**config.mk**
```make
export PLATFORM = sky130hd
export DESIGN_NAME = clipped_alpha_sprite_blit
export DESIGN_NICKNAME = d
export VERILOG_FILES = /design/src/design/csb_pkg.sv /design/src/design/csb_front.sv /design/src/design/csb_queue.sv /design/src/design/csb_back.sv /design/src/design/clipped_alpha_sprite_blit.sv /design/src/verif/blit_checker.sv /design/src/verif/tb.sv
export SDC_FILE = /design/constraint.sdc
export NUM_CORES = 2
export LEC_CHECK = 0
export ABC_CLOCK_PERIOD_IN_PS = 17130
export BUFFER_PORTS_ARGS = -buffer_cell sky130_fd_sc_hd__buf_2
export CAP_MARGIN = 20
export CORE_MARGIN = 2
export CORE_UTILIZATION = 60
export DETAILED_ROUTE_END_ITERATION = 8
export PLACE_DENSITY = 0.77
export SYNTH_ARGS = -nofsm -noshare
export SYNTH_HDL_FRONTEND = slang
export SYNTH_SLANG_ARGS = --single-unit
```
**constraint.sdc**
```tcl
create_clock -name clk -period 17.13 [get_ports clk]
set_clock_uncertainty 0.05 [all_clocks]
set_input_delay 4.2825 -clock clk [delete_from_list [all_inputs] [get_ports clk]]
set_output_delay 4.2825 -clock clk [all_outputs]
set_load 0.05 [all_outputs]
```
**src/design/csb_pkg.sv**
```systemverilog
package csb_pkg;

  // Default sizing of the block; the top level hands these down as parameters.
  localparam int DEF_MAX_DIM    = 2048;
  localparam int DEF_MAX_FRAMES = 256;

  // Depth of the queue between the front and back parts (a power of two).
  localparam int QUEUE_DEPTH = 4;

  // Configuration register indexes.
  localparam int CFG_IDX_W = 3;
  localparam logic [CFG_IDX_W-1:0] CFG_DEST_WIDTH   = 3'd0;
  localparam logic [CFG_IDX_W-1:0] CFG_DEST_HEIGHT  = 3'd1;
  localparam logic [CFG_IDX_W-1:0] CFG_POS_X        = 3'd2;
  localparam logic [CFG_IDX_W-1:0] CFG_POS_Y        = 3'd3;
  localparam logic [CFG_IDX_W-1:0] CFG_FRAME_WIDTH  = 3'd4;
  localparam logic [CFG_IDX_W-1:0] CFG_FRAME_HEIGHT = 3'd5;
  localparam logic [CFG_IDX_W-1:0] CFG_FRAME_NUMBER = 3'd6;

  localparam int CFG_DATA_W = 12;

  // Configuration as held by the block: dimensions and frame number are
  // stored already saturated, so every consumer sees the effective values.
  typedef struct packed {
    logic [11:0]        dw;
    logic [11:0]        dh;
    logic signed [11:0] pos_x;
    logic signed [11:0] pos_y;
    logic [11:0]        fw;
    logic [11:0]        fh;
    logic [7:0]         fn;
  } cfg_t;

  // One classified texel, as passed from the front part to the back part.
  typedef struct packed {
    logic       we;
    logic       on_screen;
    logic       opaque;
    logic       last;
    logic [11:0] sx;
    logic [11:0] sy;
    logic [11:0] col;
    logic [11:0] row;
    logic [7:0] tb;
    logic [7:0] tg;
    logic [7:0] tr;
    logic [7:0] ta;
    logic [7:0] db;
    logic [7:0] dg;
    logic [7:0] dr;
    logic [7:0] da;
  } item_t;

endpackage

```
**src/design/csb_front.sv**
```systemverilog
module csb_front #(
  parameter int MAX_DIM = csb_pkg::DEF_MAX_DIM
) (
  input  logic           clk,
  input  logic           rst,
  input  csb_pkg::cfg_t  cfg,
  input  logic           in_valid,
  output logic           in_stall,
  input  logic [7:0]     tex_blue,
  input  logic [7:0]     tex_green,
  input  logic [7:0]     tex_red,
  input  logic [7:0]     tex_alpha,
  input  logic [7:0]     dst_blue,
  input  logic [7:0]     dst_green,
  input  logic [7:0]     dst_red,
  input  logic [7:0]     dst_alpha,
  input  logic           full,
  output logic           push,
  output csb_pkg::item_t item
);
  import csb_pkg::*;

  localparam int CNT_W = $clog2(MAX_DIM);

  logic [CNT_W-1:0] col, row, col_next, row_next;
  logic [13:0]      sx, sy;
  logic             col_end, row_end, last, on_screen, accept;

  assign accept   = in_valid && !full;
  assign in_stall = full;
  assign push     = accept;

  // Screen position of the current texel; bit 13 is the sign.
  assign sx = {{2{cfg.pos_x[11]}}, cfg.pos_x} + 14'(col);
  assign sy = {{2{cfg.pos_y[11]}}, cfg.pos_y} + 14'(row);

  assign on_screen = !sx[13] && !sy[13] &&
                     (sx[12:0] < {1'b0, cfg.dw}) && (sy[12:0] < {1'b0, cfg.dh});

  assign col_end = (13'(col) + 13'd1) >= {1'b0, cfg.fw};
  assign row_end = (13'(row) + 13'd1) >= {1'b0, cfg.fh};
  assign last    = col_end && row_end;

  always_comb begin
    item           = '0;
    item.on_screen = on_screen;
    item.we        = on_screen && (tex_alpha != 8'd0);
    item.opaque    = tex_alpha == 8'd255;
    item.last      = last;
    item.sx        = on_screen ? sx[11:0] : 12'd0;
    item.sy        = on_screen ? sy[11:0] : 12'd0;
    item.col       = 12'(col);
    item.row       = 12'(row);
    item.tb        = tex_blue;
    item.tg        = tex_green;
    item.tr        = tex_red;
    item.ta        = tex_alpha;
    item.db        = dst_blue;
    item.dg        = dst_green;
    item.dr        = dst_red;
    item.da        = dst_alpha;
  end

  always_comb begin
    col_next = col + 1'b1;
    row_next = row;
    if (last) begin
      col_next = '0;
      row_next = '0;
    end else if (col_end) begin
      col_next = '0;
      row_next = row + 1'b1;
    end
  end

  always_ff @(posedge clk) begin
    if (rst) begin
      col <= '0;
      row <= '0;
    end else if (accept) begin
      col <= col_next;
      row <= row_next;
    end
  end

  a_scan_wraps: assert property (@(posedge clk) disable iff (rst)
    accept && last |=> (col == '0) && (row == '0))
    else $error("scan did not return to the origin after the last texel");

  a_col_steps: assert property (@(posedge clk) disable iff (rst)
    accept && !col_end |=> col == $past(col) + 1'b1)
    else $error("column counter did not advance");

endmodule

```
**src/design/csb_queue.sv**
```systemverilog
module csb_queue (
  input  logic           clk,
  input  logic           rst,
  input  logic           push,
  input  csb_pkg::item_t wr_item,
  input  logic           pop,
  output csb_pkg::item_t head,
  output logic           full,
  output logic           empty
);
  import csb_pkg::*;

  localparam int PTR_W = $clog2(QUEUE_DEPTH);

  item_t            slots [QUEUE_DEPTH];
  logic [PTR_W-1:0] wr_ptr, rd_ptr;
  logic [PTR_W:0]   count;

  assign full  = count == (PTR_W + 1)'(QUEUE_DEPTH);
  assign empty = count == '0;
  assign head  = slots[rd_ptr];

  always_ff @(posedge clk) begin
    if (push) begin
      slots[wr_ptr] <= wr_item;
    end
  end

  always_ff @(posedge clk) begin
    if (rst) begin
      wr_ptr <= '0;
      rd_ptr <= '0;
      count  <= '0;
    end else begin
      if (push) begin
        wr_ptr <= wr_ptr + 1'b1;
      end
      if (pop) begin
        rd_ptr <= rd_ptr + 1'b1;
      end
      unique case ({push, pop})
        2'b10:   count <= count + 1'b1;
        2'b01:   count <= count - 1'b1;
        default: count <= count;
      endcase
    end
  end

  a_no_overflow: assert property (@(posedge clk) disable iff (rst)
    !(push && full))
    else $error("write into a full queue");

  a_no_underflow: assert property (@(posedge clk) disable iff (rst)
    !(pop && empty))
    else $error("read from an empty queue");

endmodule

```
**src/design/csb_back.sv**
```systemverilog
module csb_back (
  input  logic           clk,
  input  logic           rst,
  input  csb_pkg::cfg_t  cfg,
  input  logic           empty,
  input  csb_pkg::item_t head,
  output logic           pop,
  output logic           out_valid,
  input  logic           out_stall,
  output logic           write_enable,
  output logic [21:0]    dest_index,
  output logic [23:0]    src_index,
  output logic [7:0]     out_blue,
  output logic [7:0]     out_green,
  output logic [7:0]     out_red,
  output logic [7:0]     out_alpha,
  output logic           last_of_blit
);
  import csb_pkg::*;

  function automatic logic signed [17:0] blend_product(input logic [7:0] s,
                                                       input logic [7:0] d,
                                                       input logic [7:0] a);
    logic signed [8:0] diff;
    logic signed [8:0] wa;
    diff = $signed({1'b0, s}) - $signed({1'b0, d});
    wa   = $signed({1'b0, a});
    return 18'(wa) * 18'(diff);
  endfunction

  // Floor division by 256 is an arithmetic shift; the sum wraps to a byte.
  function automatic logic [7:0] blend_finish(input logic [7:0] d,
                                              input logic signed [17:0] p);
    logic signed [17:0] q;
    q = p >>> 8;
    return d + q[7:0];
  endfunction

  logic advance;

  // Stage 1: products.
  logic               s1_valid;
  item_t              s1_item;
  logic [23:0]        s1_dest_prod, s1_row_prod, s1_frame_prod;
  logic signed [17:0] s1_pb, s1_pg, s1_pr;

  // Stage 2: sums, frame base and finished colours.
  logic        s2_valid, s2_we, s2_last;
  logic [21:0] s2_dest;
  logic [23:0] s2_src_part, s2_base;
  logic [7:0]  s2_b, s2_g, s2_r, s2_a;

  assign advance = !out_valid || !out_stall;
  assign pop     = advance && !empty;

  always_ff @(posedge clk) begin
    if (advance) begin
      s1_item       <= head;
      s1_dest_prod  <= 24'(head.sy) * 24'(cfg.dw);
      s1_row_prod   <= 24'(head.row) * 24'(cfg.fw);
      s1_frame_prod <= 24'(cfg.fw) * 24'(cfg.fh);
      s1_pb         <= blend_product(head.tb, head.db, head.ta);
      s1_pg         <= blend_product(head.tg, head.dg, head.ta);
      s1_pr         <= blend_product(head.tr, head.dr, head.ta);
    end
  end

  always_ff @(posedge clk) begin
    if (advance) begin
      s2_we       <= s1_item.we;
      s2_last     <= s1_item.last;
      s2_dest     <= s1_item.on_screen ? 22'(s1_dest_prod + 24'(s1_item.sx)) : 22'd0;
      s2_src_part <= s1_row_prod + 24'(s1_item.col);
      s2_base     <= s1_frame_prod * 24'(cfg.fn);
      if (!s1_item.we) begin
        s2_b <= s1_item.db;
        s2_g <= s1_item.dg;
        s2_r <= s1_item.dr;
        s2_a <= s1_item.da;
      end else if (s1_item.opaque) begin
        s2_b <= s1_item.tb;
        s2_g <= s1_item.tg;
        s2_r <= s1_item.tr;
        s2_a <= s1_item.ta;
      end else begin
        s2_b <= blend_finish(s1_item.db, s1_pb);
        s2_g <= blend_finish(s1_item.dg, s1_pg);
        s2_r <= blend_finish(s1_item.dr, s1_pr);
        s2_a <= s1_item.da;
      end
    end
  end

  always_ff @(posedge clk) begin
    if (advance) begin
      write_enable <= s2_we;
      last_of_blit <= s2_last;
      dest_index   <= s2_dest;
      src_index    <= s2_src_part + s2_base;
      out_blue     <= s2_b;
      out_green    <= s2_g;
      out_red      <= s2_r;
      out_alpha    <= s2_a;
    end
  end

  always_ff @(posedge clk) begin
    if (rst) begin
      s1_valid  <= 1'b0;
      s2_valid  <= 1'b0;
      out_valid <= 1'b0;
    end else if (advance) begin
      s1_valid  <= !empty;
      s2_valid  <= s1_valid;
      out_valid <= s2_valid;
    end
  end

  a_pop_fills_stage: assert property (@(posedge clk) disable iff (rst)
    pop |=> s1_valid)
    else $error("item taken from the queue was lost");

  a_stall_holds_pipe: assert property (@(posedge clk) disable iff (rst)
    out_valid && out_stall && s2_valid |=> s2_valid && out_valid)
    else $error("pipeline moved while the output was stalled");

endmodule

```
**src/design/clipped_alpha_sprite_blit.sv**
```systemverilog
// Clipped alpha sprite blitter. Texels of the selected animation frame are
// presented in raster order, each with the destination pixel at its screen
// position, and the block returns one result per texel: a write enable, the
// destination pixel index, the source texel index and the pixel to write.
// The block sustains one texel per clock cycle while the queue is not full;
// each result passes through the queue and then the three-stage arithmetic
// pipeline (index multiplies, then frame base multiply and blend, then the
// final index sum). A four-entry queue separates scan tracking from the
// arithmetic, so input transfers continue while the output is stalled until
// the queue fills. Configuration is written through its own port, which is
// always ready, and must only be written while no texel is in flight.
module clipped_alpha_sprite_blit #(
  parameter int MAX_DIM    = csb_pkg::DEF_MAX_DIM,
  parameter int MAX_FRAMES = csb_pkg::DEF_MAX_FRAMES
) (
  input  logic        clk,
  input  logic        rst,
  // Configuration write channel.
  input  logic        cfg_valid,
  output logic        cfg_ready,
  input  logic [2:0]  cfg_index,
  input  logic [11:0] cfg_data,
  // Texel input channel.
  input  logic        in_valid,
  output logic        in_stall,
  input  logic [7:0]  tex_blue,
  input  logic [7:0]  tex_green,
  input  logic [7:0]  tex_red,
  input  logic [7:0]  tex_alpha,
  input  logic [7:0]  dst_blue,
  input  logic [7:0]  dst_green,
  input  logic [7:0]  dst_red,
  input  logic [7:0]  dst_alpha,
  // Result channel.
  output logic        out_valid,
  input  logic        out_stall,
  output logic        write_enable,
  output logic [21:0] dest_index,
  output logic [23:0] src_index,
  output logic [7:0]  out_blue,
  output logic [7:0]  out_green,
  output logic [7:0]  out_red,
  output logic [7:0]  out_alpha,
  output logic        last_of_blit
);
  import csb_pkg::*;

  // Effective dimension: a zero value takes the given substitute, and
  // anything above the supported maximum is clamped to it.
  function automatic logic [11:0] sat_dim(input logic [11:0] v,
                                          input logic [11:0] zero_as);
    logic [11:0] r;
    r = v;
    if (v == 12'd0) begin
      r = zero_as;
    end else if ({1'b0, v} > 13'(MAX_DIM)) begin
      r = 12'(MAX_DIM);
    end
    return r;
  endfunction

  function automatic logic [7:0] sat_frame(input logic [7:0] v);
    logic [7:0] r;
    r = v;
    if ({3'b000, v} >= 11'(MAX_FRAMES)) begin
      r = 8'(MAX_FRAMES - 1);
    end
    return r;
  endfunction

  cfg_t  cfg;
  item_t q_wr_item, q_head;
  logic  q_push, q_pop, q_full, q_empty;

  // The configuration port never pushes back.
  assign cfg_ready = 1'b1;

  // The registers hold effective values: saturation is applied as each
  // register is written, so the datapath never has to repeat it. A write to
  // an index beyond the register list is accepted and has no effect.
  always_ff @(posedge clk) begin
    if (rst) begin
      cfg.dw    <= 12'd640;
      cfg.dh    <= 12'd480;
      cfg.pos_x <= 12'sd0;
      cfg.pos_y <= 12'sd0;
      cfg.fw    <= 12'd64;
      cfg.fh    <= 12'd64;
      cfg.fn    <= 8'd0;
    end else if (cfg_valid && cfg_ready) begin
      unique case (cfg_index)
        CFG_DEST_WIDTH:   cfg.dw    <= sat_dim(cfg_data, 12'd0);
        CFG_DEST_HEIGHT:  cfg.dh    <= sat_dim(cfg_data, 12'd0);
        CFG_POS_X:        cfg.pos_x <= $signed(cfg_data);
        CFG_POS_Y:        cfg.pos_y <= $signed(cfg_data);
        CFG_FRAME_WIDTH:  cfg.fw    <= sat_dim(cfg_data, 12'd1);
        CFG_FRAME_HEIGHT: cfg.fh    <= sat_dim(cfg_data, 12'd1);
        CFG_FRAME_NUMBER: cfg.fn    <= sat_frame(cfg_data[7:0]);
        default:          cfg.fn    <= cfg.fn;
      endcase
    end
  end

  // Front part: tracks the scan position, clips against the destination
  // surface and classifies each texel as skipped, copied or blended.
  csb_front #(
    .MAX_DIM(MAX_DIM)
  ) u_front (
    .clk       (clk),
    .rst       (rst),
    .cfg       (cfg),
    .in_valid  (in_valid),
    .in_stall  (in_stall),
    .tex_blue  (tex_blue),
    .tex_green (tex_green),
    .tex_red   (tex_red),
    .tex_alpha (tex_alpha),
    .dst_blue  (dst_blue),
    .dst_green (dst_green),
    .dst_red   (dst_red),
    .dst_alpha (dst_alpha),
    .full      (q_full),
    .push      (q_push),
    .item      (q_wr_item)
  );

  // Short queue that lets the front keep taking texels while the result
  // side is held up.
  csb_queue u_queue (
    .clk     (clk),
    .rst     (rst),
    .push    (q_push),
    .wr_item (q_wr_item),
    .pop     (q_pop),
    .head    (q_head),
    .full    (q_full),
    .empty   (q_empty)
  );

  // Back part: index arithmetic and colour blending, ending in the output
  // register that holds a result until it is transferred.
  csb_back u_back (
    .clk          (clk),
    .rst          (rst),
    .cfg          (cfg),
    .empty        (q_empty),
    .head         (q_head),
    .pop          (q_pop),
    .out_valid    (out_valid),
    .out_stall    (out_stall),
    .write_enable (write_enable),
    .dest_index   (dest_index),
    .src_index    (src_index),
    .out_blue     (out_blue),
    .out_green    (out_green),
    .out_red      (out_red),
    .out_alpha    (out_alpha),
    .last_of_blit (last_of_blit)
  );

endmodule

```
**src/verif/blit_checker.sv**
```systemverilog
`timescale 1ns / 1ps
module blit_checker (
  input  logic        clk,
  input  logic        rst,
  input  logic        cfg_valid,
  input  logic        cfg_ready,
  input  logic [2:0]  cfg_index,
  input  logic [11:0] cfg_data,
  input  logic        in_valid,
  input  logic        in_stall,
  input  logic [7:0]  tex_blue,
  input  logic [7:0]  tex_green,
  input  logic [7:0]  tex_red,
  input  logic [7:0]  tex_alpha,
  input  logic [7:0]  dst_blue,
  input  logic [7:0]  dst_green,
  input  logic [7:0]  dst_red,
  input  logic [7:0]  dst_alpha,
  input  logic        out_valid,
  input  logic        out_stall,
  input  logic        write_enable,
  input  logic [21:0] dest_index,
  input  logic [23:0] src_index,
  input  logic [7:0]  out_blue,
  input  logic [7:0]  out_green,
  input  logic [7:0]  out_red,
  input  logic [7:0]  out_alpha,
  input  logic        last_of_blit,
  output int          mismatches,
  output int          awaited
);
  import csb_pkg::*;

  typedef struct packed {
    logic        we;
    logic [21:0] didx;
    logic [23:0] sidx;
    logic [7:0]  b;
    logic [7:0]  g;
    logic [7:0]  r;
    logic [7:0]  a;
    logic        last;
  } pixel_write_t;

  logic [11:0]        reg_dw, reg_dh, reg_fw, reg_fh;
  logic signed [11:0] reg_px, reg_py;
  logic [7:0]         reg_fn;
  longint             scan_col, scan_row;

  pixel_write_t pending_pixels[$];
  int fault_count = 0;
  int queue_depth = 0;

  assign mismatches = fault_count;
  assign awaited    = queue_depth;

  function automatic longint eff_dim(input logic [11:0] v, input longint zero_as);
    if (v == 12'd0) return zero_as;
    if (v > DEF_MAX_DIM) return DEF_MAX_DIM;
    return v;
  endfunction

  // d + floor(a * (s - d) / 256), the shift being arithmetic.
  function automatic logic [7:0] blend_channel(input logic [7:0] s, d, a);
    int p;
    p = int'(a) * (int'(s) - int'(d));
    return 8'(int'(d) + (p >>> 8));
  endfunction

  function automatic pixel_write_t blit_texel(input logic [7:0] sb, sg, sr, sa,
                                              input logic [7:0] db, dg, dr, da);
    longint dw, dh, fw, fh, fn, sx, sy;
    logic in_bounds, col_end;
    pixel_write_t res;
    dw = eff_dim(reg_dw, 0);
    dh = eff_dim(reg_dh, 0);
    fw = eff_dim(reg_fw, 1);
    fh = eff_dim(reg_fh, 1);
    fn = (reg_fn > DEF_MAX_FRAMES - 1) ? DEF_MAX_FRAMES - 1 : reg_fn;
    sx = longint'(reg_px) + scan_col;
    sy = longint'(reg_py) + scan_row;
    in_bounds = sx >= 0 && sy >= 0 && sx < dw && sy < dh;
    res.we   = in_bounds && sa != 8'd0;
    res.didx = in_bounds ? 22'(sy * dw + sx) : 22'd0;
    res.sidx = 24'(scan_col + scan_row * fw + fw * fh * fn);
    {res.b, res.g, res.r, res.a} = {db, dg, dr, da};
    if (res.we && sa == 8'hff) begin
      {res.b, res.g, res.r, res.a} = {sb, sg, sr, sa};
    end else if (res.we) begin
      res.b = blend_channel(sb, db, sa);
      res.g = blend_channel(sg, dg, sa);
      res.r = blend_channel(sr, dr, sa);
    end
    // A counter left beyond a newly shrunk frame ends its line or frame at once.
    col_end  = scan_col + 1 >= fw;
    res.last = col_end && scan_row + 1 >= fh;
    if (res.last) begin
      scan_col = 0;
      scan_row = 0;
    end else if (col_end) begin
      scan_col = 0;
      scan_row++;
    end else begin
      scan_col++;
    end
    return res;
  endfunction

  task automatic flag(input string what, input pixel_write_t want, got);
    fault_count++;
    if (fault_count <= 10) begin
      $display("%s: expected we=%0b dest=%0d src=%0d bgra=%h_%h_%h_%h last=%0b",
               what, want.we, want.didx, want.sidx, want.b, want.g, want.r, want.a,
               want.last);
      $display("  got we=%0b dest=%0d src=%0d bgra=%h_%h_%h_%h last=%0b",
               got.we, got.didx, got.sidx, got.b, got.g, got.r, got.a, got.last);
    end
  endtask

  always @(posedge clk) begin
    pixel_write_t got, want;
    if (rst) begin
      reg_dw   = 12'd640;
      reg_dh   = 12'd480;
      reg_px   = 12'sd0;
      reg_py   = 12'sd0;
      reg_fw   = 12'd64;
      reg_fh   = 12'd64;
      reg_fn   = 8'd0;
      scan_col = 0;
      scan_row = 0;
      pending_pixels.delete();
    end else begin
      if (cfg_valid && cfg_ready) begin
        case (cfg_index)
          CFG_DEST_WIDTH:   reg_dw = cfg_data;
          CFG_DEST_HEIGHT:  reg_dh = cfg_data;
          CFG_POS_X:        reg_px = cfg_data;
          CFG_POS_Y:        reg_py = cfg_data;
          CFG_FRAME_WIDTH:  reg_fw = cfg_data;
          CFG_FRAME_HEIGHT: reg_fh = cfg_data;
          CFG_FRAME_NUMBER: reg_fn = cfg_data[7:0];
          default: ;
        endcase
      end
      if (out_valid && !out_stall) begin
        got = {write_enable, dest_index, src_index, out_blue, out_green, out_red,
               out_alpha, last_of_blit};
        if (pending_pixels.size() == 0) begin
          flag("blit_check: result with nothing outstanding", '0, got);
        end else begin
          want = pending_pixels.pop_front();
          if (got !== want) flag("blit_check: result mismatch", want, got);
        end
      end
      if (in_valid && !in_stall) begin
        pending_pixels.push_back(blit_texel(tex_blue, tex_green, tex_red, tex_alpha,
                                            dst_blue, dst_green, dst_red, dst_alpha));
      end
    end
    queue_depth <= pending_pixels.size();
  end

endmodule

```
**src/verif/tb.sv**
```systemverilog
`timescale 1ns / 1ps
// Top level of the blitter testbench. This module only generates stimulus and
// gives the verdict; the checker instantiated beside the block watches every
// transfer, predicts each result and compares.
module tb;
  import csb_pkg::*;

  // There are seven registers, so index seven must be ignored by the block.
  localparam logic [CFG_IDX_W-1:0] CFG_UNUSED = 3'd7;
  // Cycles without any transfer before the run is declared hung.
  localparam int QUIET_LIMIT     = 2000;
  localparam int SETUPS          = 21;
  localparam int ITEMS_PER_SETUP = 50;

  logic        clk = 1'b0;
  logic        rst = 1'b1;
  logic        cfg_valid = 1'b0;
  logic        cfg_ready;
  logic [2:0]  cfg_index = '0;
  logic [11:0] cfg_data = '0;
  logic        in_valid = 1'b0;
  logic        in_stall;
  logic [7:0]  tex_blue = '0, tex_green = '0, tex_red = '0, tex_alpha = '0;
  logic [7:0]  dst_blue = '0, dst_green = '0, dst_red = '0, dst_alpha = '0;
  logic        out_valid;
  logic        out_stall = 1'b0;
  logic        write_enable;
  logic [21:0] dest_index;
  logic [23:0] src_index;
  logic [7:0]  out_blue, out_green, out_red, out_alpha;
  logic        last_of_blit;

  int mismatches;
  int awaited;

  // Percentages of cycles in which the sender holds back and the receiver
  // stalls; the stimulus changes them as the run moves between its sections.
  int send_idle_pct = 6;
  int stall_pct     = 86;
  int quiet_cycles  = 0;

  initial begin
    forever #5 clk = ~clk;
  end

  clipped_alpha_sprite_blit DUT (.*);

  blit_checker blit_check (.*);

  // The receiver decides afresh on every cycle whether it can take a result.
  always @(posedge clk) begin
    out_stall <= ($urandom_range(99) < stall_pct);
  end

  // Watchdog: any transfer on any channel counts as progress. The pauses the
  // stimulus takes on purpose are far shorter than QUIET_LIMIT.
  always @(posedge clk) begin
    if (rst || (in_valid && !in_stall) || (out_valid && !out_stall) ||
        (cfg_valid && cfg_ready)) begin
      quiet_cycles <= 0;
    end else if (quiet_cycles >= QUIET_LIMIT) begin
      $display("tb: errors");
      $finish;
    end else begin
      quiet_cycles <= quiet_cycles + 1;
    end
  end

  // Presents one texel and holds it until the block takes it. The valid is
  // left high afterwards, so that back-to-back texels follow without a gap;
  // whoever comes next either drives a new texel or lowers it.
  task automatic send_texel(input logic [7:0] sb, sg, sr, sa,
                            input logic [7:0] db, dg, dr, da);
    while ($urandom_range(99) < send_idle_pct) begin
      in_valid <= 1'b0;
      @(posedge clk);
    end
    in_valid  <= 1'b1;
    tex_blue  <= sb;
    tex_green <= sg;
    tex_red   <= sr;
    tex_alpha <= sa;
    dst_blue  <= db;
    dst_green <= dg;
    dst_red   <= dr;
    dst_alpha <= da;
    do @(posedge clk); while (in_stall);
  endtask

  // Random texel. Transparent and opaque texels are favoured, as they take
  // their own paths through the block; the rest are blended.
  task automatic send_random();
    logic [7:0] alpha;
    case ($urandom_range(4))
      0:       alpha = 8'h00;
      1:       alpha = 8'hff;
      default: alpha = 8'($urandom);
    endcase
    send_texel(8'($urandom), 8'($urandom), 8'($urandom), alpha,
               8'($urandom), 8'($urandom), 8'($urandom), 8'($urandom));
  endtask

  // Stops sending and waits until every result has come back, then keeps
  // waiting so that the three-stage pipeline empties completely.
  task automatic drain();
    in_valid <= 1'b0;
    do @(posedge clk); while (awaited != 0);
    repeat (8) @(posedge clk);
  endtask

  // One register write. The valid stays high so that a series of writes
  // follows on without gaps; load_setup lowers it at the end.
  task automatic write_reg(input logic [2:0] idx, input logic [11:0] data);
    cfg_valid <= 1'b1;
    cfg_index <= idx;
    cfg_data  <= data;
    do @(posedge clk); while (!cfg_ready);
  endtask

  task automatic load_setup(input logic [11:0] dw, dh, px, py, fw, fh,
                            input logic [7:0] fn, input bit poke_unused);
    write_reg(CFG_DEST_WIDTH, dw);
    write_reg(CFG_DEST_HEIGHT, dh);
    write_reg(CFG_POS_X, px);
    write_reg(CFG_POS_Y, py);
    write_reg(CFG_FRAME_WIDTH, fw);
    write_reg(CFG_FRAME_HEIGHT, fh);
    write_reg(CFG_FRAME_NUMBER, {4'd0, fn});
    if (poke_unused) write_reg(CFG_UNUSED, 12'($urandom));
    cfg_valid <= 1'b0;
    repeat (2) @(posedge clk);
  endtask

  // Sizes are mostly small so that frames finish often and clipping happens
  // on every edge; now and then a zero, the maximum or an oversized value.
  function automatic logic [11:0] pick_size(input int small_max);
    case ($urandom_range(15))
      0:       return 12'd0;
      1:       return 12'd2048;
      2:       return 12'(4095 - $urandom_range(2046));
      3:       return 12'($urandom);
      default: return 12'($urandom_range(small_max, 1));
    endcase
  endfunction

  // Positions hover round the top-left corner, reaching a little off-screen.
  function automatic logic [11:0] pick_pos();
    case ($urandom_range(11))
      0:       return 12'h800;
      1:       return 12'h7ff;
      2:       return 12'($urandom);
      default: return 12'($urandom_range(14) - 4);
    endcase
  endfunction

  initial begin
    repeat (11) @(posedge clk);
    rst <= 1'b0;
    @(posedge clk);

    // Directed section, run on the reset setting first: a transparent texel,
    // a full copy, a faint texel darkening a bright pixel (rounding towards
    // minus infinity), a half blend, and alternating bit patterns.
    send_texel(8'h00, 8'h00, 8'h00, 8'h00, 8'hff, 8'hff, 8'hff, 8'hff);
    send_texel(8'hff, 8'hff, 8'hff, 8'hff, 8'h00, 8'h00, 8'h00, 8'h00);
    send_texel(8'h00, 8'h00, 8'h00, 8'h01, 8'hff, 8'hff, 8'hff, 8'hff);
    send_texel(8'hff, 8'hff, 8'hff, 8'h80, 8'h00, 8'h00, 8'h00, 8'h00);
    send_texel(8'haa, 8'h55, 8'haa, 8'h55, 8'h55, 8'haa, 8'h55, 8'haa);
    send_texel(8'h55, 8'haa, 8'h55, 8'haa, 8'haa, 8'h55, 8'haa, 8'h55);
    send_texel(8'h12, 8'h34, 8'h56, 8'hfe, 8'h9a, 8'hbc, 8'hde, 8'hf0);
    send_texel(8'h80, 8'h7f, 8'h01, 8'hff, 8'h3c, 8'hc3, 8'h0f, 8'hf0);
    drain();

    // A two-by-two frame of the top animation frame, hanging off the top-left
    // of a three-by-three surface. The scan stands at column eight, beyond
    // the new frame width, so it has to wrap. Index seven is written as well
    // and must change nothing.
    load_setup(12'd3, 12'd3, 12'hfff, 12'hfff, 12'd2, 12'd2, 8'd255, 1'b1);
    repeat (6) send_random();
    drain();

    // Zero sizes: a zero destination clips everything and a zero frame scans
    // as a single texel. The height is oversized and the positions extreme.
    load_setup(12'd0, 12'd4095, 12'h7ff, 12'h800, 12'd0, 12'd0, 8'd0, 1'b0);
    repeat (3) send_random();
    drain();

    // Largest surface with the sprite at its bottom-right pixel, giving the
    // highest destination index, and a frame base that overflows the source
    // index.
    load_setup(12'd2048, 12'd2048, 12'h7ff, 12'h7ff, 12'd4095, 12'd2048, 8'd255,
               1'b0);
    repeat (3) send_random();
    drain();

    // Random section in three parts: a slow receiver, then a slow sender,
    // then neither holding back. Every setting change waits for the block to
    // run dry, since registers may only be written with nothing in flight.
    for (int s = 0; s < SETUPS; s++) begin
      if (s == SETUPS / 3) begin
        send_idle_pct = 86;
        stall_pct     = 6;
      end else if (s == 2 * SETUPS / 3) begin
        send_idle_pct = 0;
        stall_pct     = 0;
      end
      load_setup(pick_size(12), pick_size(10), pick_pos(), pick_pos(),
                 pick_size(8), pick_size(6), 8'($urandom), $urandom_range(2) == 0);
      repeat (ITEMS_PER_SETUP) send_random();
      drain();
    end

    if (mismatches == 0 && awaited == 0) begin
      $display("tb: clean");
    end else begin
      $display("tb: errors");
    end
    $finish;
  end

endmodule

```
Word-level counts from Yosys, hierarchy flattened:

Memory sizes are Yosys's and may differ from the RTL's. A register that Yosys moved wholly into a read port is not among the register bits.
Index checks and enable logic that the tools add are counted.

* muxes and demuxes: 22
* reductions and logical operators: 28
* $mul: 7
* add/subtract/negate cells: 19
* equality and inequality tests: 10
* magnitude comparators: 5

Operator list (count)
* two-way mux 8 bit: 8
* two-way mux 12 bit: 5
* multiplier 12 x 12 -> 24 bit: 2
* multiplier 9 x 9 -> 16 bit: 3
* two-way mux 11 bit: 4
* subtractor 8 x 8 -> 9 bit: 3
* adder 12 x 12 -> 13 bit: 2
* >= comparator 13 x 12 -> 1 bit: 2
* < comparator 13 x 12 -> 1 bit: 2
* adder 11 x 1 -> 12 bit, second input constant: 2
* adder 24 x 12 -> 24 bit: 1
* adder 24 bit: 1
* adder 8 bit: 3
* multiplier 24 x 8 -> 24 bit: 1
* adder 11 x 1 -> 11 bit, second input constant: 2
* adder 22 x 12 -> 22 bit: 1
* multiplier 12 x 12 -> 22 bit: 1
* AND reduction 2 bit: 8
* == test 3 bit, second input constant: 4
* > comparator 12 bit, second input constant: 1
* zero test 12 bit: 1
* == test 8 bit, second input constant: 1
* nonzero test 8 bit: 1
* logical AND 1 bit: 7
* 14 further kinds: 25

* bits of input ports: 84
* bits in writable memories: 456
* output and inout port bits: 83
* word-level logic and storage cells: 144
* memories kept: 1
* flip-flop bits (word level): 506

Memories
* u_queue.slots: words 4, width 114, rd ports 1, clocked after memory_dff 1, write ports 1, line csb_queue.sv:15 `item_t slots [QUEUE_DEPTH];`

Logic depth before layout (Yosys ltp):

* depth in word-level cells: 6
* depth in mapped cells: 36
* gate-level depth less buffers: 31

Hierarchy:

A second synthesis with hierarchy kept.

* cells, all modules: 5665
* area, all modules: 65673.0 sq um

Modules (own cells, without submodules)
* csb_back: times used 1, cells an instance 4061, area an instance 41363.4 sq um, seq. area each 11170.7 sq um
* csb_queue: times used 1, cells an instance 653, area an instance 17138.9 sq um, seq. area each 14113.5 sq um
* csb_front: times used 1, cells an instance 577, area an instance 4174.0 sq um, seq. area each 440.4 sq um
* clipped_alpha_sprite_blit: times used 1, cells an instance 374, area an instance 2996.6 sq um, seq. area each 1601.5 sq um

Least setup slack after synthesis:

No wires, ideal clock.

* kind: input port to flip-flop
* from: input out_stall
* to: register u_queue.count[2]
* cell stages on the path: 8
* arrival: 14.109 ns
* setup time: 0.070 ns
* path buffers: 0
* setup slack: 2.901 ns
* path through: nand2_1 o31a_1 ha_1 inv_1 fa_1 xor2_1 or3_1 a21oi_1

* longest elaborated chain between the ends: 5

Ends and longest elaborated chain
* from (decl): line clipped_alpha_sprite_blit.sv:36 `input logic out_stall,`
* zero test 1 bit (*): line csb_back.sv:53 `assign advance = !out_valid || !out_stall;`
* logical OR 1 bit (*): line csb_back.sv:53
* logical AND 1 bit (*): line csb_back.sv:54 `assign pop = advance && !empty;`
* net q_pop: line clipped_alpha_sprite_blit.sv:73 `logic q_push, q_pop, q_full, q_empty;`
* == test 2 x 1 -> 1 bit / == test 2 bit (equally long branches): line csb_queue.sv:41 `unique case ({push, pop})`
* case mux 3 bit (2 select lines) / nonzero test 2 bit (equally long branches)
* to (signal assigned): line csb_queue.sv:42 `2'b10: count <= count + 1'b1;`
* to (signal assigned): line csb_queue.sv:43 `2'b01: count <= count - 1'b1;`
* to (signal assigned): line csb_queue.sv:44 `default: count <= count;`
* to (decl): line csb_queue.sv:17 `logic [PTR_W:0] count;`

Mark *: on every way through the listed nets, which the timed path passes. The rest lies on a longest branch.
A chain may end at the register's enable or synchronous reset.

==> results by group <==
Synth
  • Flops & latches, synth: 939
  • Number of flops mapped to enable cells by yosys: 825
  • Syn Area/Cell: 11.7 um2
  • Ys Warns: 0
  • Post-synth net total: 6510
  • Syn Std Cell Area: 0.0630 mm2
  • Cell variety after synth: 79
  • Seq/Total Area, Yosys: 0.429
  • Top FF cell, synth: edfxtp_1
  • Cell count after synthesis: 5393
  • Post-synth ARST share: 0

Routing
  • Drc violations: 0
  • First drt pass iteration count: 6
  • Total wire length: 139000 um
  • DRT antenna net count: 0
  • Iter 0 DRT Violations: 3290
  • Vias: 40600
  • WL per Instance: 19.9 um
  • DR vias/cell: 5.81

Clock network
  • Resized Gates After CTS: 0
  • CTS Root Cell: clkbuf_16
  • Hold-fix buffers, CTS: 0
  • Clock Latency Late Sink: 0.69 ns
  • Clock-pin slew on the worst setup and hold paths: 0.06 ns
  • H-tree levels: 3
  • TritonCTS clock tree: built
  • Post-CTS Setup Bufs: 0
  • Max Buffers Root-to-Sink: 3
  • CTS buffer count: 98
  • Sink Count: 939

Worst hold path
  • Hold Path Class: register to register
  • HP Start: u_back.s2_r[7]$_DFFE_PP_

Timing
  • Worst slew margin: 0.251
  • RSZ-0062 raised after global routing: false
  • Finish-stage setup viols: 0
  • Post-layout minimum cycle time: 8.95 ns
  • Final period util: 0.523
  • Fmax: 112 MHz
  • Post-route setup slack: 8.18 ns
  • Post-Route Setup TNS: 0 ns
  • Hold Vio Cnt, Final: 0
  • WHS: 0.365 ns
  • Worst Tran Pin Value: 1.11 ns
  • Final Max Slew Viols: 0

Die
  • Die ar.: 0.108 mm2
  • Die width: 328 um
  • Boundary Pins: 167
  • Starting density of the core: 0.607
  • FP Rows: 118
  • Die H: 328 um
  • Core Box Area: 0.104 mm2

Setup path
  • Critical Path AT: 9.35 ns
  • Type of origin of the critical path: register
  • Slowest CP cell: dfxtp_4
  • CP bufs+invs: 6
  • Critical Path Max Stage Delay: 0.85 ns
  • Top delay family on crit path: adder cells
  • CP required: 17.53 ns
  • Worst Path Max Fanout: 37
  • CP endpoint kind: register
  • Crit Path Category: register to register
  • Most used cell, CP: fa_1

Layout
  • Count of nets after finishing: 6637
  • Area grow syn2layout: 8.62%
  • Number of fill cells: 7670
  • Layout cells sized above 1: 0.0926

Placement
  • Pre-CTS setup slack: 8.12 ns
  • Dpl hpwl: 102000 um
  • Placer congestion estimate: 0.916
  • IO Port Bufs: 165

Global routing
  • GRT overflow: 0
  • First-pass GRT wire length: 222000 um
  • Total track usage: 0.263
  • Number of global-route vias before repair: 41200
  • Initial antenna violation count: 12
  • Largest net degree at the start of global routing: 83

Job
  • Max Cap Viol: 0

Run status
  • Run status: finished, final reports clean
logic make-up (layout without fill, tap and decap cells):
kind of cell / after synthesis / after routing / synth area share
xor+xnor: 245 / 245 / 0.0340
mux: 134 / 134 / 0.0427
other cells: 1 / 9 / 0.0000595
simple gates: 1536 / 1536 / 0.113
flops: 939 / 939 / 0.429
fa+ha+maj: 1033 / 1033 / 0.269
compound gates: 598 / 598 / 0.0578
buf+inv: 907 / 1116 / 0.0543
metal layers:
| layer | GRT usage | vias up | part of all wire | wire, um |
|---|---|---|---|---|
| met1 | 0.384 | 20400 | 0.43 | 59600 |
| met3 | 0.0409 | 260 | 0.078 | 10900 |
| met2 | 0.412 | 1524 | 0.47 | 64700 |
| met5 | 0 | - | 0.00025 | 35 |
| met4 | 0.0810 | 6 | 0.028 | 3860 |
| li1 | - | 18400 | - | - |
stage by stage:
step	cell area, um2	utilization	cells
after detailed placement	65300	0.628	6799
after CTS	68400	0.659	6981
final	68500	0.659	6990
after global routing	68500	0.659	6986
after floorplan	63000	-	5393
after global placement	65300	0.628	6799
registers in the layout, summed over array words and instances, names as in the netlist, 11 cells and up, named ones only:
register	count
cfg	80
u_back.dest_index	22
u_back.s1_dest_prod	22
u_back.s1_frame_prod	24
u_back.s1_item	91
u_back.s1_row_prod	24
u_back.s2_base	24
u_back.s2_dest	22
u_back.s2_src_part	24
u_back.src_index	24
u_front.col	11
u_front.row	11
u_queue.slots	456
cells in the final DEF, fill, tap and decap left out, types with 39 or more instances in the layout:
cell	instances
nand2_1	648
xor2_1	69
buf_2	164
nand3_1	54
nor3_1	52
nand2b_1	57
dfxtp_1	112
nor2b_1	55
edfxtp_1	825
o21a_1	39
and2_1	210
buf_4	45
clkbuf_16	98
a21oi_1	256
mux4_2	106
ha_1	497
fa_1	536
a21o_1	61
xnor2_1	176
inv_1	717
o21ai_0	77
nor2_1	327
final cells by class:
cell class / count / area [um2] / share of cell area
Antenna cell: 8 / 20.0 / 0.000292
Clock buffer: 115 / 2530 / 0.0369
Clock inverter: 67 / 672 / 0.00981
Inverter: 724 / 2720 / 0.0397
Multi-Input combinational cell: 3547 / 32600 / 0.476
Sequential cell: 939 / 27100 / 0.395
Tap cell: 1380 / 1730 / 0.0252
Timing Repair Buffer: 210 / 1170 / 0.0170
worst paths after layout:
kind / endpoint / slack, ns / cells past startpoint
max: u_back.s1_pb[15]$_DFFE_PP_ / 8.18 / 31
max reg2reg: u_back.s1_pb[15]$_DFFE_PP_ / 8.18 / 31
min reg2reg: u_back.out_red[7]$_DFFE_PP_ / 0.36 / 0
min: u_back.out_red[7]$_DFFE_PP_ / 0.36 / 0
synthesized netlist by cell type, types with 6 or more instances:
| cell | n | area [um2] |
|---|---|---|
| nand2b_1 | 57 | 357 |
| clkbuf_1 | 160 | 601 |
| a21o_1 | 61 | 458 |
| mux2i_1 | 12 | 120 |
| a21oi_1 | 256 | 1280 |
| nand2_1 | 649 | 2440 |
| o21ai_1 | 35 | 175 |
| and2_1 | 214 | 1340 |
| edfxtp_1 | 825 | 24800 |
| mux2_2 | 14 | 158 |
| nand3b_1 | 11 | 82.6 |
| nor3_1 | 52 | 260 |
| o21ai_0 | 78 | 390 |
| and3_1 | 33 | 206 |
| a31oi_1 | 14 | 87.6 |
| nor2b_1 | 55 | 344 |
| o21bai_1 | 16 | 120 |
| inv_1 | 717 | 2690 |
| nor4b_1 | 18 | 158 |
| o21a_1 | 39 | 293 |
| fa_1 | 536 | 10700 |
| or3_1 | 19 | 119 |
| o211ai_1 | 8 | 60.1 |
| a211oi_1 | 15 | 113 |
| mux4_2 | 106 | 2390 |
| buf_1 | 16 | 60.1 |
| nor2_1 | 327 | 1230 |
| a211o_1 | 11 | 96.3 |
| nor4_1 | 8 | 50.1 |
| xnor2_1 | 176 | 1540 |
| xor2_1 | 69 | 604 |
| nand3_1 | 54 | 270 |
| dfxtp_1 | 114 | 2280 |
| or2_2 | 15 | 93.8 |
| ha_1 | 497 | 6220 |
| nand4_1 | 6 | 37.5 |
| o22ai_1 | 9 | 56.3 |
| o31ai_1 | 6 | 45.0 |
Power is left out: the tool's default activity adds up to more than one toggle a clock period on the data nets, which glitch-free logic cannot reach.
